===== config.mk =====
export PLATFORM = sky130hd
export DESIGN_NAME = gssa_serial_mul
export DESIGN_NICKNAME = d
export VERILOG_FILES = /design/src/design/gillespie_ssa_gene_network_step_assert.svh /design/src/design/gssa_pkg.sv /design/src/design/gssa_serial_mul.sv
export SDC_FILE = /design/constraint.sdc
export NUM_CORES = 1
export LEC_CHECK = 0
export ABC_CLOCK_PERIOD_IN_PS = 4700
export BUFFER_PORTS_ARGS = -buffer_cell sky130_fd_sc_hd__buf_2
export CORE_UTILIZATION = 50
export CTS_CLUSTER_SIZE = 10
export DETAILED_ROUTE_END_ITERATION = 7
export GPL_ROUTABILITY_DRIVEN = 1
export HOLD_SLACK_MARGIN = 0.02
export MAX_ROUTING_LAYER = met4
export PLACE_DENSITY_LB_ADDON = 0.08
export RECOVER_POWER = 25
export SYNTH_ARGS = -nofsm -noshare
export SYNTH_HDL_FRONTEND = slang
export SYNTH_SLANG_ARGS = --single-unit

===== constraint.sdc =====
create_clock -name clock -period 4.7 [get_ports clock]
set_input_delay 0.47 -clock clock [delete_from_list [all_inputs] [get_ports clock]]
set_output_delay 0.47 -clock clock [all_outputs]
set_load 0.02 [all_outputs]

===== src/design/gillespie_ssa_gene_network_step_assert.svh =====
// Assertion macros used by the block's top module.
`ifndef GILLESPIE_SSA_GENE_NETWORK_STEP_ASSERT_SVH
`define GILLESPIE_SSA_GENE_NETWORK_STEP_ASSERT_SVH

// Same-cycle implication, disabled during reset.
`define GSSA_ASSERT_NOW(label, clk, rst, ante, cons, msg) \
   label: assert property (@(posedge clk) disable iff (rst) (ante) |-> (cons)) else $error(msg);

// Next-cycle implication, disabled during reset.
`define GSSA_ASSERT_NEXT(label, clk, rst, ante, cons, msg) \
   label: assert property (@(posedge clk) disable iff (rst) (ante) |=> (cons)) else $error(msg);

`endif


===== src/design/gssa_pkg.sv =====
`timescale 1ns / 1ps
`default_nettype none
package gssa_pkg;

   localparam int NUM_REACTIONS = 9;
   localparam int NUM_SPECIES   = 5;
   localparam int RATE_W        = 32;
   localparam int PROP_W        = 60;
   localparam int MUL_A_W       = 64;
   localparam int MUL_B_W       = 32;
   localparam int PRODUCT_W     = 96;

   localparam logic [PROP_W-1:0] PROP_MAX = {PROP_W{1'b1}};
   localparam logic [31:0]       LN2_Q32  = 32'd2977044472;
   localparam logic [3:0]        NONE_FIRED = 4'd9;

   // Configuration register indexes.
   localparam logic [2:0] REG_ON_OFF       = 3'd0;
   localparam logic [2:0] REG_TX_TL        = 3'd1;
   localparam logic [2:0] REG_BIND_UNBIND  = 3'd2;
   localparam logic [2:0] REG_ACT_MDECAY   = 3'd3;
   localparam logic [2:0] REG_PDECAY       = 3'd4;
   localparam logic [2:0] REG_IDLE_STEP    = 3'd5;

   localparam int SP_OFF   = 0;
   localparam int SP_ON    = 1;
   localparam int SP_MRNA  = 2;
   localparam int SP_PROT  = 3;
   localparam int SP_BOUND = 4;

   typedef logic [1:0] change_type;
   localparam change_type CHG_NONE = 2'd0;
   localparam change_type CHG_INC  = 2'd1;
   localparam change_type CHG_DEC  = 2'd2;

   localparam change_type CHANGE_TABLE [NUM_REACTIONS][NUM_SPECIES] = '{
      '{CHG_DEC,  CHG_INC,  CHG_NONE, CHG_NONE, CHG_NONE},
      '{CHG_INC,  CHG_DEC,  CHG_NONE, CHG_NONE, CHG_NONE},
      '{CHG_NONE, CHG_NONE, CHG_INC,  CHG_NONE, CHG_NONE},
      '{CHG_NONE, CHG_NONE, CHG_NONE, CHG_INC,  CHG_NONE},
      '{CHG_DEC,  CHG_NONE, CHG_NONE, CHG_DEC,  CHG_INC },
      '{CHG_INC,  CHG_NONE, CHG_NONE, CHG_INC,  CHG_DEC },
      '{CHG_NONE, CHG_NONE, CHG_INC,  CHG_NONE, CHG_NONE},
      '{CHG_NONE, CHG_NONE, CHG_DEC,  CHG_NONE, CHG_NONE},
      '{CHG_NONE, CHG_NONE, CHG_NONE, CHG_DEC,  CHG_NONE}
   };

   typedef struct packed {
      logic busy;
      logic done;
   } mul_status_type;

endpackage
`default_nettype wire


===== src/design/gssa_serial_mul.sv =====
`timescale 1ns / 1ps
`default_nettype none
module gssa_serial_mul (
   input  wire                         clock,
   input  wire                         reset,
   input  wire                         start,
   input  wire  [gssa_pkg::MUL_A_W-1:0] a,
   input  wire  [gssa_pkg::MUL_B_W-1:0] b,
   output gssa_pkg::mul_status_type     status,
   output logic [gssa_pkg::PRODUCT_W-1:0] product
);
   import gssa_pkg::*;

   localparam int CNT_W = $clog2(MUL_B_W + 1);

   logic [PRODUCT_W-1:0] a_ff, a_in, acc_ff, acc_in;
   logic [MUL_B_W-1:0]   b_ff, b_in;
   logic [CNT_W-1:0]     cnt_ff, cnt_in;
   logic                 done_ff, done_in;

   // One multiplier bit per cycle: shift-and-add, exact product.
   always_comb begin
      a_in    = a_ff;
      b_in    = b_ff;
      acc_in  = acc_ff;
      cnt_in  = cnt_ff;
      done_in = 1'b0;
      if (start) begin
         a_in   = PRODUCT_W'(a);
         b_in   = b;
         acc_in = '0;
         cnt_in = CNT_W'(MUL_B_W);
      end else if (cnt_ff != '0) begin
         if (b_ff[0]) begin
            acc_in = acc_ff + a_ff;
         end
         a_in    = a_ff << 1;
         b_in    = b_ff >> 1;
         cnt_in  = cnt_ff - 1'b1;
         done_in = (cnt_ff == CNT_W'(1));
      end
   end

   always_ff @(posedge clock) begin
      if (reset) begin
         cnt_ff  <= '0;
         done_ff <= 1'b0;
      end else begin
         cnt_ff  <= cnt_in;
         done_ff <= done_in;
      end
      a_ff   <= a_in;
      b_ff   <= b_in;
      acc_ff <= acc_in;
   end

   assign status.busy = (cnt_ff != '0);
   assign status.done = done_ff;
   assign product     = acc_ff;

endmodule
`default_nettype wire


==> results of run 1 <==
## routing by layer
layer | wire length, microns | up-vias
met1 | 19500 | 6120
met3 | 2100 | 61
met2 | 18500 | 378
met4 | 1000 | 0
li1 | - | 6415
met5 | 0 | -
## registers in the layout, indices dropped and copies added (netlist names)
register,cells
done_ff,1
cnt_ff,6
b_ff,32
product,96
a_ff,96
## layout by cell type, fill, tap and decap left out, types with 10 or more instances in the layout
cell type / count
xor2_1: 31
inv_1: 33
dfxtp_1: 135
nor2_1: 99
nand4_1: 41
o21ai_1: 20
o21bai_1: 23
nand3_1: 19
ha_1: 97
a21oi_1: 228
edfxtp_1: 96
nand2_1: 304
nor3_1: 25
o21ai_0: 75
clkbuf_1: 80
or3_1: 10
xnor2_1: 51
a21o_1: 60
buf_2: 132
mux2_2: 92
clkbuf_16: 28
## critical path, delay by kind of cell
| family | cells | cell delay, ps |
|---|---|---|
| buf+inv | 3 | 2730 |
| simple gates | 1 | 820 |
## final cells by class
cell class,count,area [sq um]
timing repair buffer,205,970
clock buffer,47,792
multi-input combinational,1335,8590
fill,2697,12200
clock inverter,3,63.8
sequential,231,5590
tap,384,480
inverter,35,131
## metrics by stage
step	power (uW)	setup slack, ps	hold slack (ps)
2_1_floorplan	7100	845	440
3_3_place_gp	8530	1050	454
3_5_place_dp	8570	911	459
4_1_cts	10700	887	89.8
5_1_grt	11300	403	110
6_report	10600	763	120
## report_power, final
part           total (uW)  leakage, uW  internal (uW)  switching, uW
Combinational        5440      0.00443           1930           3510
Clock                2020     0.000407           1190            829
Sequential           3140      0.00209           2740            395
Total               10600      0.00693           5860           4730
## cells by family after synthesis
| logic type | after synthesis | share of synthesized area |
|---|---|---|
| AND/OR/NAND/NOR | 554 | 0.166 |
| AO/OA/AOI/OAI | 503 | 0.211 |
| flip-flops | 231 | 0.381 |
| buffers and inverters | 123 | 0.0332 |
| multiplexers | 98 | 0.0751 |
| adder cells (fa/ha/maj) | 98 | 0.0842 |
| XOR/XNOR | 82 | 0.0490 |
## path summary, 6_finish.rpt
check | startpoint | to | slack (ps)
max | start | a_ff[15] | 760
min | reset | cnt_ff[5] | 120
max reg2reg | a_ff[0] | product[88] | 930
min reg2reg | a_ff[95] | a_ff[95] | 470
==> results.py, run 1 <==
metrics = {
    "layout": {
        "instances_no_fill": 2240,
        "fin_util": 0.577,
        "area_delta_synth_final_pct": 13.4,
        "fin_nets": 2033,
        "drive_above_1_share": 0.157,
        "final_area_sq_mm": 0.0166,
        "antenna_cells": 0,
    },
    "worst_setup_path": {
        "slowest_stage": "clkbuf_2",
        "end_kind": "flip-flop",
        "worstPathArrival_ps": 4130,
        "worstPathMaxFanout": 99,
        "start_kind": "primary input",
        "cp_data_required_time_ps": 4890,
        "path_cells": "clkbuf_2 -> inv_1 -> nand2_4 -> buf_4",
        "criticalPathCategory": "in2reg",
        "ff2ff_path_depth": 13,
        "max_stage_delay_ps": 1570,
    },
    "synth": {
        "synth_edf_count": 96,
        "synth_common_cells": "306 x nand2_1, 228 x a21oi_1, 135 x dfxtp_1, 100 x nor2_1, 97 x ha_1",
        "synth_top_area_frac": 0.197,
        "yosys.area.top_type": "edfxtp_1",
        "synthArstFlopShare": 0,
        "yosys_warnings": 0,
        "syn_inst": 1689,
        "synthTopCellsByArea": "edfxtp_1 20%, dfxtp_1 18%, ha_1 8.3%",
        "synth_ff_type": "dfxtp_1",
        "synth_most_common_cell": "nand2_1",
        "syn-num-nets": 1886,
        "synthDistinctLibCells": 80,
        "synth_seq_cells": 231,
        "ys_seq_area_frac": 0.381,
        "synth_area_sq_mm": 0.0146,
        "syn_area_per_cell_sq_um": 8.67,
    },
    "timing": {
        "slew_violations": 100,
        "fin_crit_sh": 0.838,
        "slew_headroom": -0.541,
        "setup_tns_ps": 0,
        "fin_worst_skew_ps": 13.3,
        "worst_slew_pin_slew_ps": 2310,
        "period_minus_slack_ps": 3940,
        "rsz0062_at_grt": "false",
        "fmax_mhz": 254,
        "setup_viol": 0,
        "hold_violations": 0,
    },
    "cts": {
        "cts_max_level": 1,
        "clock-root-buffer": "clkbuf_16",
        "cts-hold-fix-buffers": 0,
        "cts_resized": 0,
        "clkLatencyLatePin_ps": 560,
        "clock_path_buffers": 3,
        "cts.sinks": 231,
        "numCtsBuffers": 28,
        "cts_setup_buffers": 0,
        "cts_tree": "yes",
        "clk_pin_slew_ps": 60,
    },
    "global_route": {
        "grt-ovfl-total": 0,
        "grtUsageTotal": 0.279,
        "antenna_found_initial": 0,
        "use_met3": 0.0396,
        "grt_pass1_wl_mm": 66.3,
        "grt_start_max_net_pins": 100,
        "grt-busiest-layer": "met2",
        "grt_pass1_vias": 12600,
        "use_met1": 0.380,
        "grtUsageMet2": 0.433,
    },
    "placed_design": {
        "hpwl_mm": 30.8,
        "placed_cells": 2190,
        "gp_congestion": 0.922,
        "placed_cell_area_sq_mm": 0.0158,
        "io_buffers": 196,
    },
    "detailed_routing": {
        "drc_errors": 0,
        "drt_first_iter_violations": 859,
        "antenna_left": 0,
        "drt-vias-per-instance": 5.79,
        "wl_per_cell_microns": 18.3,
        "dr.pass1.iters": 7,
        "wirelength_mm": 41.1,
        "num_vias": 13000,
    },
    "pwr": {
        "vdd.ir_drop.worst_mv": 0.514,
        "power-per-cell-area_mw_per_mm2": 638,
        "p_leak_uw": 0.00693,
    },
    "floorplan": {
        "start_util": 0.509,
        "die_h_microns": 173,
        "die_w_microns": 173,
        "die-area_sq_mm": 0.0300,
        "num_rows": 62,
        "core_sq_mm": 0.0288,
        "ios": 197,
    },
    "worst_hold_path": {
        "hold_depth": 2,
        "min_path_type": "in2reg",
    },
    "run_status": {
        "status": "finished with violations",
        "violations": "capacitance limit, slew limit",
    },
    "job": {
        "maxCapViolCount": 1,
    },
}
Note: power is estimated with default switching activity, not from simulation.
==> run 2, diff against run 1 <==
--- a/config.mk
+++ b/config.mk
@@ -5,7 +5,7 @@
 export SDC_FILE = /design/constraint.sdc
 export NUM_CORES = 1
 export LEC_CHECK = 0
-export ABC_CLOCK_PERIOD_IN_PS = 4700
+export ABC_CLOCK_PERIOD_IN_PS = 3540
 export BUFFER_PORTS_ARGS = -buffer_cell sky130_fd_sc_hd__buf_2
 export CORE_UTILIZATION = 50
 export CTS_CLUSTER_SIZE = 10
==> constraint.sdc (replaced) <==
create_clock -name clock -period 3.54 [get_ports clock]
set_input_delay 0.354 -clock clock [delete_from_list [all_inputs] [get_ports clock]]
set_output_delay 0.354 -clock clock [all_outputs]
set_load 0.02 [all_outputs]
==> results.py, run 2 (synthesis results as in run 1) <==
metrics = {
    "floorplan": {
        "die-area_sq_mm": 0.0300,
        "num_rows": 62,
        "die_w_microns": 173,
        "core_sq_mm": 0.0288,
        "start_util": 0.509,
        "ios": 197,
        "die_h_microns": 173,
    },
    "worst_setup_path": {
        "worstPathMaxFanout": 8,
        "worstPathArrival_ps": 3970,
        "cp_data_required_time_ps": 3980,
        "slowest_stage": "or4_4",
        "path_common_cell": "a21o_1",
        "end_kind": "flip-flop",
        "path_cells": "ha_1 -> a21o_1 -> a21o_1 -> a21oi_1 -> nor3_1 -> or4_4 -> a2111oi_2 -> buf_4 -> nor3_4 -> o2111ai_2 -> a21boi_2 -> or3_1 -> a32o_1",
        "rrSetupSlack_ps": 20,
        "start_kind": "flip-flop",
        "max_stage_delay_ps": 430,
        "criticalPathCategory": "reg2reg",
    },
    "layout": {
        "final_common_cell": "nand2_1",
        "area_delta_synth_final_pct": 18.0,
        "final_cell_mix": "304 x nand2_1, 225 x a21oi_1, 135 x dfxtp_1",
        "drive_above_1_share": 0.203,
        "fin_nets": 2093,
        "fin_util": 0.600,
        "antenna_cells": 0,
    },
    "global_route": {
        "grt_pass1_vias": 12700,
        "grt-ovfl-total": 0,
        "use_met3": 0.0369,
        "antenna_found_initial": 0,
        "use_met1": 0.381,
        "grt_pass1_wl_mm": 66.9,
        "grt-busiest-layer": "met2",
        "grt_start_max_net_pins": 82,
        "grtUsageMet2": 0.439,
        "grtUsageTotal": 0.281,
    },
    "detailed_routing": {
        "dr.pass1.iters": 5,
        "drc_errors": 0,
        "wl_per_cell_microns": 18.1,
        "num_vias": 13100,
        "antenna_left": 0,
        "drt_first_iter_violations": 905,
        "drt-vias-per-instance": 5.71,
        "wirelength_mm": 41.6,
    },
    "pwr": {
        "p_leak_uw": 0.00724,
        "vdd.ir_drop.worst_mv": 0.575,
        "power-per-cell-area_mw_per_mm2": 846,
    },
    "cts": {
        "clock-root-buffer": "clkbuf_16",
        "cts_max_level": 1,
        "clk_pin_slew_ps": 60,
        "cts_tree": "yes",
        "numCtsBuffers": 28,
        "clock_path_buffers": 3,
        "cts.sinks": 231,
        "clkLatencyLatePin_ps": 570,
    },
    "worst_hold_path": {
        "min_path_type": "in2reg",
    },
    "timing": {
        "hold_violations": 0,
        "fin_crit_sh": 0.996,
        "fin_worst_skew_ps": 20.3,
        "fmax_mhz": 284,
        "rsz0062_at_grt": "true",
        "worst_slew_pin_slew_ps": 1850,
        "period_minus_slack_ps": 3520,
        "slew_violations": 82,
        "setup_slack_ps": 15.4,
        "setup_viol": 0,
        "hold_ws_ps": 81.9,
        "slew_headroom": -0.233,
    },
    "placed_design": {
        "pre_cts_ws_ps": -105,
        "gp_congestion": 0.972,
        "io_buffers": 196,
        "hpwl_mm": 31.1,
    },
    "job": {
        "maxCapViolCount": 1,
    },
    "run_status": {
        "violations": "capacitance limit, slew limit",
        "status": "finished with violations",
    },
}
## run 2: what timing repair did
| item | in CTS | in global routing |
|---|---|---|
| gates cloned | 0 | 0 |
| pin swaps | 1 | 17 |
| buffers inserted | 0 | 3 |
| resized for setup | 6 | 37 |
| hold endpoints to repair | 3 | 0 |
| endpoints found under the setup margin | 9 | 26 |
| hold buffers | 1 | 0 |
## run 2: final cells by class
cell class / count / area [sq um]
clock buffer: 47 / 802
clock inverter: 4 / 68.8
sequential: 231 / 5590
inverter: 35 / 131
timing repair buffer: 265 / 1430
multi-input combinational: 1335 / 8780
tap: 384 / 480
fill: 2637 / 11500
## run 2: routing by layer
metal,share of wire,wire (microns),vias to the layer above
met2,0.45,18800,385
met1,0.47,19400,6140
met4,0.028,1160,0
met5,0,0,-
met3,0.053,2210,70
li1,-,-,6539
## run 2: worst max-delay path: cells and delay by family (launching register included)
| family | cells | cell delay (ps) |
|---|---|---|
| fa+ha+maj | 1 | 400 |
| flops | 1 | 390 |
| compound gates | 7 | 1530 |
| buf+inv | 1 | 190 |
| simple gates | 4 | 890 |
## run 2: worst paths after layout
kind,start,end,cells after the start
hold reg to reg,a_ff[95],a_ff[95],2
hold / removal,b[31],b_ff[31],2
setup / recovery,a_ff[35],product[90],13
setup reg to reg,a_ff[35],product[90],13
## run 2: stage by stage
step | setup TNS [ps] | power, uW | cell area (sq um) | std cells
2_1_floorplan | 0 | 9420 | 14700 | 1689
3_3_place_gp | -285 | 11700 | 16300 | 2246
3_5_place_dp | -276 | 11700 | 16300 | 2246
4_1_cts | 0 | 14500 | 17200 | 2298
5_1_grt | -515 | 15600 | 17300 | 2301
6_report | 0 | 14600 | 17300 | 2301
## run 2: power by group
group,leakage [uW],switching [uW],internal (uW)
Sequential,0.00209,540,3640
Combinational,0.00473,4780,2940
Clock,0.000417,1110,1610
==> run 3, diff against run 2 <==
--- a/config.mk
+++ b/config.mk
@@ -7,7 +7,7 @@
 export LEC_CHECK = 0
 export ABC_CLOCK_PERIOD_IN_PS = 3540
 export BUFFER_PORTS_ARGS = -buffer_cell sky130_fd_sc_hd__buf_2
-export CORE_UTILIZATION = 50
+export CORE_UTILIZATION = 44
 export CTS_CLUSTER_SIZE = 10
 export DETAILED_ROUTE_END_ITERATION = 7
 export GPL_ROUTABILITY_DRIVEN = 1
==> results.py, run 3 (synthesis results as in run 1) <==
metrics = {
    "run_status": {
        "status": "finished with violations",
        "violations": "capacitance limit, slew limit",
    },
    "detailed_routing": {
        "route.met3.wl_mm": 2.01,
        "dr.max_layer_used": "met4",
        "wl_met1_mm": 20.9,
        "antenna_left": 0,
        "drc_errors": 0,
        "drt-vias-per-instance": 5.56,
        "dr.pass1.iters": 5,
        "dr_wl_met2_mm": 19.3,
        "drt_first_iter_violations": 815,
        "wirelength_mm": 43.3,
        "wl_per_cell_microns": 18.2,
        "num_vias": 13200,
    },
    "worst_setup_path": {
        "crit_start": "a_ff[43]",
        "cp_data_required_time_ps": 3990,
        "worstPathArrival_ps": 3870,
        "reg2reg_from": "a_ff[43]",
        "slowest_stage": "or4_4",
        "path_cells": "ha_1 -> a21o_1 -> a21o_1 -> a21o_1 -> or4_4 -> a2111oi_4 -> buf_4 -> nor3_4 -> o2111ai_2 -> a21boi_1 -> or3_1 -> a32o_1",
        "max_stage_delay_ps": 540,
        "start_kind": "flip-flop",
        "path_common_cell": "a21o_1",
        "criticalPathCategory": "reg2reg",
        "end_kind": "flip-flop",
        "worstPathMaxFanout": 5,
    },
    "timing": {
        "setup_viol": 0,
        "period_minus_slack_ps": 3410,
        "hold_violations": 0,
        "worst_slew_pin_slew_ps": 2110,
        "fin_worst_skew_ps": 11.6,
        "hold_ws_ps": 72.8,
        "rsz0062_at_grt": "true",
        "fmax_mhz": 293,
        "slew_headroom": -0.409,
        "fin_crit_sh": 0.964,
        "setup_slack_ps": 127,
        "slew_violations": 114,
    },
    "cts": {
        "numCtsBuffers": 29,
        "clkLatencyLatePin_ps": 570,
        "cts_tree": "yes",
        "cts_max_level": 1,
        "clock_path_buffers": 3,
        "clk_pin_slew_ps": 60,
        "cts.sinks": 231,
        "clock-root-buffer": "clkbuf_16",
    },
    "layout": {
        "antenna_cells": 0,
        "fin_nets": 2110,
        "area_delta_synth_final_pct": 20.8,
        "final_common_cell": "nand2_1",
        "fillers": 3083,
        "drive_above_1_share": 0.241,
        "final_cell_mix": "303 x nand2_1, 223 x a21oi_1, 189 x buf_2",
        "instances_no_fill": 2378,
        "fin_util": 0.542,
    },
    "global_route": {
        "antenna_found_initial": 0,
        "grt_pass1_wl_mm": 67.9,
        "grtUsageTotal": 0.258,
        "grt_pass1_vias": 12600,
        "grt-ovfl-total": 0,
        "grt_start_max_net_pins": 97,
    },
    "floorplan": {
        "die_w_microns": 184,
        "die-area_sq_mm": 0.0340,
        "ios": 197,
        "start_util": 0.449,
        "die_h_microns": 184,
        "num_rows": 66,
        "core_sq_mm": 0.0326,
    },
    "placed_design": {
        "gp_congestion": 0.911,
        "pre_cts_ws_ps": -303,
        "io_buffers": 196,
        "hpwl_mm": 32.5,
        "placed_cells": 2315,
    },
    "pwr": {
        "finalPower_uw": 15100,
        "vdd.ir_drop.worst_mv": 0.540,
        "p_leak_uw": 0.00758,
        "power-per-cell-area_mw_per_mm2": 854,
    },
    "worst_hold_path": {
        "min_path_type": "in2reg",
        "min-delay-start": "b[31]",
    },
    "job": {
        "maxCapViolCount": 3,
    },
}
## run 3: changes by cell type in the layout (fill, tap and decap cells not counted), moves of 3 or more
cell,delta
clkbuf_1,-54
clkbuf_8,+4
buf_4,+13
ha_1,-3
buf_2,+55
ha_4,+5
## run 3: metal layers
metal | global-route usage | up-vias
met1 | 0.361 | 6211
met2 | 0.396 | 370
li1 | - | 6563
met5 | - | -
met3 | 0.0271 | 69
met4 | 0.0683 | 0
## run 3: layout make-up
cell class | instances | area, sq um | share of cell area
inverter | 35 | 131 | 0.00743
sequential | 231 | 5590 | 0.316
clock inverter | 4 | 35.0 | 0.00198
timing repair buffer | 281 | 1630 | 0.0922
clock buffer | 50 | 875 | 0.0494
tap | 442 | 553 | 0.0313
multi-input combinational | 1335 | 8880 | 0.502
## run 3: critical path: cells and delay by family, from the launching register on
kind	cells	cell delay [ps]
buffers and inverters	1	190
adder cells (fa/ha/maj)	1	310
AO/OA/AOI/OAI	7	1480
flip-flops	1	400
AND/OR/NAND/NOR	3	920
## run 3: worst paths after layout
path | to | slack [ps] | cells past startpoint
hold reg to reg | a_ff[95] | 460 | 2
setup reg to reg | product[82] | 130 | 12
setup / recovery | product[82] | 130 | 12
hold / removal | b_ff[31] | 70 | 2
## run 3: timing repair
action	4_1_cts	5_1_grt
hold endpoints to repair	3	0
endpoints found under the setup margin	15	25
resized for setup	8	49
hold buffers	1	0
setup buffers	1	8
pin swaps	1	22
## run 3: power breakdown
group	internal, uW	switching [uW]
logic	3200	4910
registers	3640	539
clock network	1670	1170
## run 3: through the flow
stage | area, sq um | setup TNS (ps)
4_1_cts | 17400 | -81.5
3_5_place_dp | 16400 | -1160
3_3_place_gp | 16400 | -873
2_1_floorplan | 14700 | 0
6_report | 17700 | 0
5_1_grt | 17700 | -159
